$ cat src/bicv_pkg.sv
// Shared constants, payload types and state encoding for the boot image CRC verifier.
package bicv_pkg;

  // Legacy header length in bytes and the width of the header byte counter.
  localparam int unsigned HEADER_BYTES = 64;
  localparam int unsigned IDX_W = $clog2(HEADER_BYTES + 1);

  // Reflected CRC-32 constants.
  localparam logic [31:0] CRC_INIT = 32'hFFFF_FFFF;
  localparam logic [31:0] CRC_POLY = 32'hEDB8_8320;

  // Reset value of the expected magic word.
  localparam logic [31:0] MAGIC_RESET = 32'h2705_1956;

  // Byte offsets of the big-endian header words.
  localparam logic [IDX_W-1:0] OFS_MAGIC = IDX_W'(0);
  localparam logic [IDX_W-1:0] OFS_HCRC  = IDX_W'(4);
  localparam logic [IDX_W-1:0] OFS_HEND  = IDX_W'(8);
  localparam logic [IDX_W-1:0] OFS_LEN   = IDX_W'(12);
  localparam logic [IDX_W-1:0] OFS_LEND  = IDX_W'(16);
  localparam logic [IDX_W-1:0] OFS_DCRC  = IDX_W'(24);
  localparam logic [IDX_W-1:0] OFS_DEND  = IDX_W'(28);
  localparam logic [IDX_W-1:0] IDX_LAST  = IDX_W'(HEADER_BYTES);

  // Check state, which is also the reported status code.
  typedef enum logic [1:0] {
    CHK_PENDING = 2'd0,
    CHK_BAD_IMG = 2'd1,
    CHK_CRC_ERR = 2'd2,
    CHK_OK      = 2'd3
  } check_t;

  // Input transaction payload.
  typedef struct packed {
    logic [7:0] data_byte;
    logic       restart;
  } in_t;

  // Result transaction payload.
  typedef struct packed {
    logic [1:0] status;
    logic       data_done;
  } out_t;

endpackage

$ cat src/bicv_crc_byte.sv
// Combinational reflected CRC-32 update over one byte.
module bicv_crc_byte (
  input  logic [31:0] crc_in,
  input  logic [7:0]  byte_in,
  output logic [31:0] crc_out
);

  // Eight bit steps of the reflected polynomial division.
  always_comb begin
    logic [31:0] c;
    c = crc_in ^ {24'd0, byte_in};
    for (int i = 0; i < 8; i++) begin
      if (c[0]) begin
        c = (c >> 1) ^ bicv_pkg::CRC_POLY;
      end else begin
        c = c >> 1;
      end
    end
    crc_out = c;
  end

endmodule

$ cat src/bicv_checker_core.sv
// Header parsing, CRC state and verdict logic, one byte per accepted transaction.
module bicv_checker_core (
  input  logic             clk,
  input  logic             rst_n,
  input  logic             accept,
  input  bicv_pkg::in_t    item,
  input  logic [31:0]      expected_magic,
  output bicv_pkg::out_t   result
);

  bicv_pkg::check_t             state_r, state_nxt;
  logic [bicv_pkg::IDX_W-1:0]   idx_r, idx_nxt;
  logic [31:0]                  crc_r, crc_nxt;
  logic [31:0]                  magic_r, magic_nxt;
  logic [31:0]                  hcrc_r, hcrc_nxt;
  logic [31:0]                  dcrc_r, dcrc_nxt;
  logic [31:0]                  len_r, len_nxt;
  logic                         done_r, done_nxt;

  // Current values, with restart clearing the image state ahead of this byte.
  bicv_pkg::check_t             cur_state;
  logic [bicv_pkg::IDX_W-1:0]   cur_idx;
  logic [31:0]                  cur_crc, cur_magic, cur_hcrc, cur_dcrc, cur_len;
  logic                         cur_done;
  logic [7:0]                   crc_byte;
  logic [31:0]                  crc_new;

  always_comb begin
    if (item.restart) begin
      cur_state = bicv_pkg::CHK_PENDING;
      cur_idx   = '0;
      cur_crc   = bicv_pkg::CRC_INIT;
      cur_magic = '0;
      cur_hcrc  = '0;
      cur_dcrc  = '0;
      cur_len   = '0;
      cur_done  = 1'b0;
    end else begin
      cur_state = state_r;
      cur_idx   = idx_r;
      cur_crc   = crc_r;
      cur_magic = magic_r;
      cur_hcrc  = hcrc_r;
      cur_dcrc  = dcrc_r;
      cur_len   = len_r;
      cur_done  = done_r;
    end
  end

  // The header CRC word enters the header CRC as zeros.
  assign crc_byte = (cur_state == bicv_pkg::CHK_PENDING && cur_idx >= bicv_pkg::OFS_HCRC &&
                     cur_idx < bicv_pkg::OFS_HEND) ? 8'd0 : item.data_byte;

  // One CRC network serves both the header and the data phase.
  bicv_crc_byte u_crc (
    .crc_in  (cur_crc),
    .byte_in (crc_byte),
    .crc_out (crc_new)
  );

  // Next-state logic.
  always_comb begin
    logic [31:0] len_dec;
    state_nxt = cur_state;
    idx_nxt   = cur_idx;
    crc_nxt   = cur_crc;
    magic_nxt = cur_magic;
    hcrc_nxt  = cur_hcrc;
    dcrc_nxt  = cur_dcrc;
    len_nxt   = cur_len;
    done_nxt  = cur_done;
    len_dec   = cur_len - 32'd1;
    case (cur_state)
      bicv_pkg::CHK_PENDING: begin
        // Collect the big-endian header words.
        if (cur_idx < bicv_pkg::OFS_HCRC) begin
          magic_nxt = {cur_magic[23:0], item.data_byte};
        end else if (cur_idx < bicv_pkg::OFS_HEND) begin
          hcrc_nxt = {cur_hcrc[23:0], item.data_byte};
        end else if (cur_idx >= bicv_pkg::OFS_LEN && cur_idx < bicv_pkg::OFS_LEND) begin
          len_nxt = {cur_len[23:0], item.data_byte};
        end else if (cur_idx >= bicv_pkg::OFS_DCRC && cur_idx < bicv_pkg::OFS_DEND) begin
          dcrc_nxt = {cur_dcrc[23:0], item.data_byte};
        end
        crc_nxt = crc_new;
        idx_nxt = cur_idx + 1'b1;
        // Judge the header on its last byte.
        if (idx_nxt >= bicv_pkg::IDX_LAST) begin
          if (magic_nxt != expected_magic) begin
            state_nxt = bicv_pkg::CHK_BAD_IMG;
          end else if ((crc_new ^ bicv_pkg::CRC_INIT) != hcrc_nxt) begin
            state_nxt = bicv_pkg::CHK_CRC_ERR;
          end else begin
            state_nxt = bicv_pkg::CHK_OK;
            crc_nxt   = bicv_pkg::CRC_INIT;
            // An empty payload has a data CRC of zero.
            if (len_nxt == 32'd0) begin
              done_nxt = 1'b1;
              if (dcrc_nxt != 32'd0) begin
                state_nxt = bicv_pkg::CHK_CRC_ERR;
              end
            end
          end
        end
      end
      bicv_pkg::CHK_OK: begin
        // Data phase: run the CRC until the declared length is used up.
        if (!cur_done) begin
          crc_nxt = crc_new;
          len_nxt = len_dec;
          if (len_dec == 32'd0) begin
            done_nxt = 1'b1;
            if ((crc_new ^ bicv_pkg::CRC_INIT) != cur_dcrc) begin
              state_nxt = bicv_pkg::CHK_CRC_ERR;
            end
          end
        end
      end
      default: begin
        // Final error states ignore bytes until a restart.
      end
    endcase
  end

  // Result fields reflect the state after this byte.
  always_comb begin
    result.status    = 2'(state_nxt);
    result.data_done = done_nxt;
  end

  // All state resets, including the header words.
  always_ff @(posedge clk) begin
    if (!rst_n) begin
      state_r <= bicv_pkg::CHK_PENDING;
      idx_r   <= '0;
      crc_r   <= bicv_pkg::CRC_INIT;
      magic_r <= '0;
      hcrc_r  <= '0;
      dcrc_r  <= '0;
      len_r   <= '0;
      done_r  <= 1'b0;
    end else if (accept) begin
      state_r <= state_nxt;
      idx_r   <= idx_nxt;
      crc_r   <= crc_nxt;
      magic_r <= magic_nxt;
      hcrc_r  <= hcrc_nxt;
      dcrc_r  <= dcrc_nxt;
      len_r   <= len_nxt;
      done_r  <= done_nxt;
    end
  end

endmodule

$ cat src/boot_image_crc_verifier.sv
// Top level of the boot image header and CRC-32 verifier.
// The result of a byte is registered and presented in the cycle after its transaction.
// Throughput: one byte per cycle while the output is not stalled; the byte-wide CRC-32 network is combinational.
// A new byte enters in the same cycle that a waiting result is taken.
// Reset (synchronous, rst_n low) clears the image state and the output valid
// and restores the expected magic word to 0x27051956.
module boot_image_crc_verifier (
  input  logic             clk,
  input  logic             rst_n,
  input  logic             in_valid,
  output logic             in_ready,
  input  bicv_pkg::in_t    in_data,
  output logic             out_valid,
  input  logic             out_ready,
  output bicv_pkg::out_t   out_data,
  input  logic             cfg_valid,
  output logic             cfg_ready,
  input  logic [31:0]      cfg_data
);

  logic             accept;
  logic [31:0]      magic_r;
  logic             out_valid_r, out_valid_nxt;
  bicv_pkg::out_t   out_data_r;
  bicv_pkg::out_t   result;

  // Take a byte whenever the output register is free or being emptied.
  assign in_ready  = !out_valid_r || out_ready;
  assign accept    = in_valid && in_ready;
  assign cfg_ready = 1'b1;

  // Expected magic word register.
  always_ff @(posedge clk) begin
    if (!rst_n) begin
      magic_r <= bicv_pkg::MAGIC_RESET;
    end else if (cfg_valid && cfg_ready) begin
      magic_r <= cfg_data;
    end
  end

  bicv_checker_core u_core (
    .clk            (clk),
    .rst_n          (rst_n),
    .accept         (accept),
    .item           (in_data),
    .expected_magic (magic_r),
    .result         (result)
  );

  // Output register valid tracking.
  always_comb begin
    if (accept) begin
      out_valid_nxt = 1'b1;
    end else if (out_ready) begin
      out_valid_nxt = 1'b0;
    end else begin
      out_valid_nxt = out_valid_r;
    end
  end

  always_ff @(posedge clk) begin
    if (!rst_n) begin
      out_valid_r <= 1'b0;
    end else begin
      out_valid_r <= out_valid_nxt;
    end
  end

  always_ff @(posedge clk) begin
    if (accept) begin
      out_data_r <= result;
    end
  end

  assign out_valid = out_valid_r;
  assign out_data  = out_data_r;

endmodule

$ cat config.mk
export PLATFORM = sky130hd
export DESIGN_NAME = boot_image_crc_verifier
export DESIGN_NICKNAME = d
export VERILOG_FILES = /design/src/bicv_pkg.sv /design/src/bicv_crc_byte.sv /design/src/bicv_checker_core.sv /design/src/boot_image_crc_verifier.sv
export SDC_FILE = /design/constraint.sdc
export NUM_CORES = 1
export LEC_CHECK = 0
export ABC_CLOCK_PERIOD_IN_PS = 6300
export BUFFER_PORTS_ARGS = -buffer_cell sky130_fd_sc_hd__buf_4
export CAP_MARGIN = 20
export CELL_PAD_IN_SITES_DETAIL_PLACEMENT = 0
export CELL_PAD_IN_SITES_GLOBAL_PLACEMENT = 1
export CORE_MARGIN = 3
export CORE_UTILIZATION = 48
export CTS_CLUSTER_DIAMETER = 100
export DETAILED_ROUTE_END_ITERATION = 12
export HOLD_SLACK_MARGIN = 0.02
export PLACE_DENSITY = 0.92
export SYNTH_ARGS = -nofsm -noshare
export SYNTH_HDL_FRONTEND = slang
export SYNTH_SLANG_ARGS = --single-unit
$ cat constraint.sdc
create_clock -name clk -period 6.3 [get_ports clk]
set_input_delay 1.26 -clock clk [delete_from_list [all_inputs] [get_ports clk]]
set_output_delay 1.26 -clock clk [all_outputs]
set_load 0.02 [all_outputs]
==> qor.yml <==
synthesis:
  syn_avg_cell_area_um2: 7.40
  synth_area_leaders: "dfxtp_1 (25%), xnor2_1 (7.5%), nor2_1 (7.5%)"
  synth.most_common_cell: "nor2_1"
  netlist_instances: 2207
  ys.flop_type: "dfxtp_1"
  synth_cell_types: 88
  synth_top_cell_by_area: "dfxtp_1"
  synthesis.area_mm2: 0.0163
  ys_ff_latch: 206
  synth_edf_count: 3
  yosysSeqAreaShare: 0.254
  ys_async_sr_fraction: 0
  synth_warnings: 0
  synth_top_area_frac: 0.249
  syn_nets: 2258
  yosys-top-cells-count: "nor2_1 (325), dfxtp_1 (203), nand2_1 (199)"
sta:
  fin_crit_ns: 5.03
  slew_headroom: 0.231
  hold_violations: 0
  drv_slew: 0
  fin_crit_sh: 0.799
  rsz0062_at_grt: "no"
  whs_ns: 0.502
  max_freq_ghz: 0.199
  fin_worst_skew_ns: 0.0204
  worstMarginPinSlew_ns: 1.15
  setup_violations: 0
  fin_setup_tns_ns: 0
finish:
  fill_cells: 3246
  areaGrowthSynthToFinish_pct: 8.05
  final_cell_area_mm2: 0.0177
  fin_cells: 2590
  fin_nets: 2181
  diodes: 0
  fin_util: 0.534
  drive_above_1_share: 0.0824
floorplan:
  num_rows: 66
  ioPinCount: 52
  coreArea_mm2: 0.0330
  start_util: 0.495
  die_h_um: 190
  die_w_um: 190
  die_area_mm2: 0.0363
drt:
  drc: 0
  wl_mm: 62.9
  met1_length_mm: 27.1
  wl_met2_mm: 26.7
  firstDrtPassIters: 6
  vias: 17000
  met3_length_mm: 6.97
  avgRoutedWirePerCell_um: 24.3
  viasPerCell: 6.57
  topRoutingLayerUsed: "met5"
  antenna_left: 0
  drtIter0Drc: 2397
outcome:
  status: "finished, final reports clean"
clocking:
  cts_hold_buf: 0
  root_buffer: "clkbuf_16"
  cts_tree: "yes"
  clock_latency_ns: 0.57
  cts-buffers-inserted: 26
  ctsResizeCount: 0
  cts_max_level: 1
  clk_pin_slew_worst_paths_ns: 0.06
  clockBufferDepth: 3
  clock_sinks: 206
  cts_setup_buffers: 0
placement:
  dpl_cell_area_mm2: 0.0168
  dp_cells: 2542
  portBuffers: 50
  gp_congestion: 0.990
  dp_hpwl_mm: 43.3
power_and_ir_drop:
  p_per_area_mw_per_mm2: 282
  peakVddDrop_uv: 223
  cellLeakagePower_nw: 6.76
critical_path:
  cp_max_fo: 31
  crit_type: "in -> reg"
  crit_path_end_kind: "flop"
  cp_cell_sequence: "buf_6 > inv_2 > nand2_1 > ha_2 > and4bb_1 > a21oi_1 > xnor2_1 > xnor2_1 > xor2_1 > a2111oi_0 > nand4_1 > nor4_4 > buf_4 > o21ai_0 > a21oi_1"
  worstPathRequired_ns: 6.78
  cp.buffers_inverters: 3
  cpMaxStageDelayCell: "xnor2_1"
  startpoint_type: "input port"
  cp_top_family: "simple AND/OR/NAND/NOR gates"
  critPathMaxStageDelay_ns: 0.67
  critPathArrivalTime_ns: 5.51
grt:
  grt_max_degree: 91
  grt_antenna_before_repair: 1
  track_usage: 0.336
  globalRouteOverflowTotal: 0
  grt_pass1_vias: 15500
  grt_pass1_wl_mm: 95.7
job:
  maxCapViolCount: 0
min_path:
  hold_path_class: "reg -> reg"
-- cell usage in the layout, fill, tap and decap left out, types with 27 or more instances in the layout --
cell,n
nor2_1,324
dfxtp_1,203
nand2_1,199
a21oi_1,180
o21ai_0,142
xnor2_1,140
a22oi_1,106
buf_4,87
xor2_1,70
nand3_1,57
mux2i_1,55
nor3_1,44
nor4_1,37
xnor3_1,30
nand4_1,27
and3_1,27
a31oi_1,27
-- cell type report --
| type | instances | area (um^2) | share of cell area |
|---|---|---|---|
| timing repair buffer | 93 | 759 | 0.0430 |
| sequential | 206 | 4150 | 0.235 |
| inverter | 24 | 92.6 | 0.00525 |
| tap | 442 | 553 | 0.0313 |
| clock inverter | 11 | 81.3 | 0.00461 |
| clock buffer | 35 | 734 | 0.0416 |
| multi-input combinational | 1779 | 11300 | 0.639 |
-- tightest hold or removal path: cells and delay by family, from the launching register on --
family           cells  cell delay, ns
flip-flops           1            0.34
multiplexers         1            0.07
AND/OR/NAND/NOR      1            0.06
-- per-layer routing --
layer  up-vias  track usage
met2      1020        0.506
met3       157       0.0680
met4         2       0.0960
li1       7732            -
met1      8110        0.487
met5         -            0
-- power by group --
group          switching [mW]  internal, mW  leakage, nW
logic                    1.28         0.779         4.68
clock network           0.622         0.819        0.402
registers               0.109          1.37         1.68
-- flip-flops by register name, indices dropped and copies added (netlist names) --
signal	count
u_core.magic_r	32
out_data	3
u_core.done_r	1
u_core.idx_r	7
magic_r	32
out_valid	1
u_core.dcrc_r	32
u_core.hcrc_r	32
u_core.len_r	32
u_core.crc_r	32
u_core.state_r	2
-- path summary, 6_finish.rpt --
path                            slack (ns)                         start                            end  depth (start not counted)
worst min-delay path                  0.50      magic_r[24]$_SDFFE_PN1P_       magic_r[24]$_SDFFE_PN1P_                          2
worst max register to register        1.63  u_core.crc_r[0]$_SDFFE_PN1P_  u_core.crc_r[19]$_SDFFE_PN1P_                         11
worst min register to register        0.50      magic_r[24]$_SDFFE_PN1P_       magic_r[24]$_SDFFE_PN1P_                          2
worst max-delay path                  1.27                    in_data[0]  u_core.crc_r[19]$_SDFFE_PN1P_                         15
-- stage by stage --
stage	power [mW]	worst slack, ns
after floorplan	2.88	0.569
after global placement	3.46	1.00
after detailed placement	3.48	0.866
after CTS	4.92	1.44
after global routing	5.17	1.05
final	4.98	1.27
-- cell families after synthesis --
| family | synth area share |
|---|---|
| AOI/OAI and AO/OA | 0.232 |
| xor gates and xnor gates | 0.169 |
| adders and majority gates | 0.00383 |
| buffers and inverters | 0.0572 |
| DFF | 0.254 |
| muxes | 0.0378 |
| other | 0.000230 |
| and+or+nand+nor | 0.245 |
No activity file was read; power rests on OpenSTA's default activity.
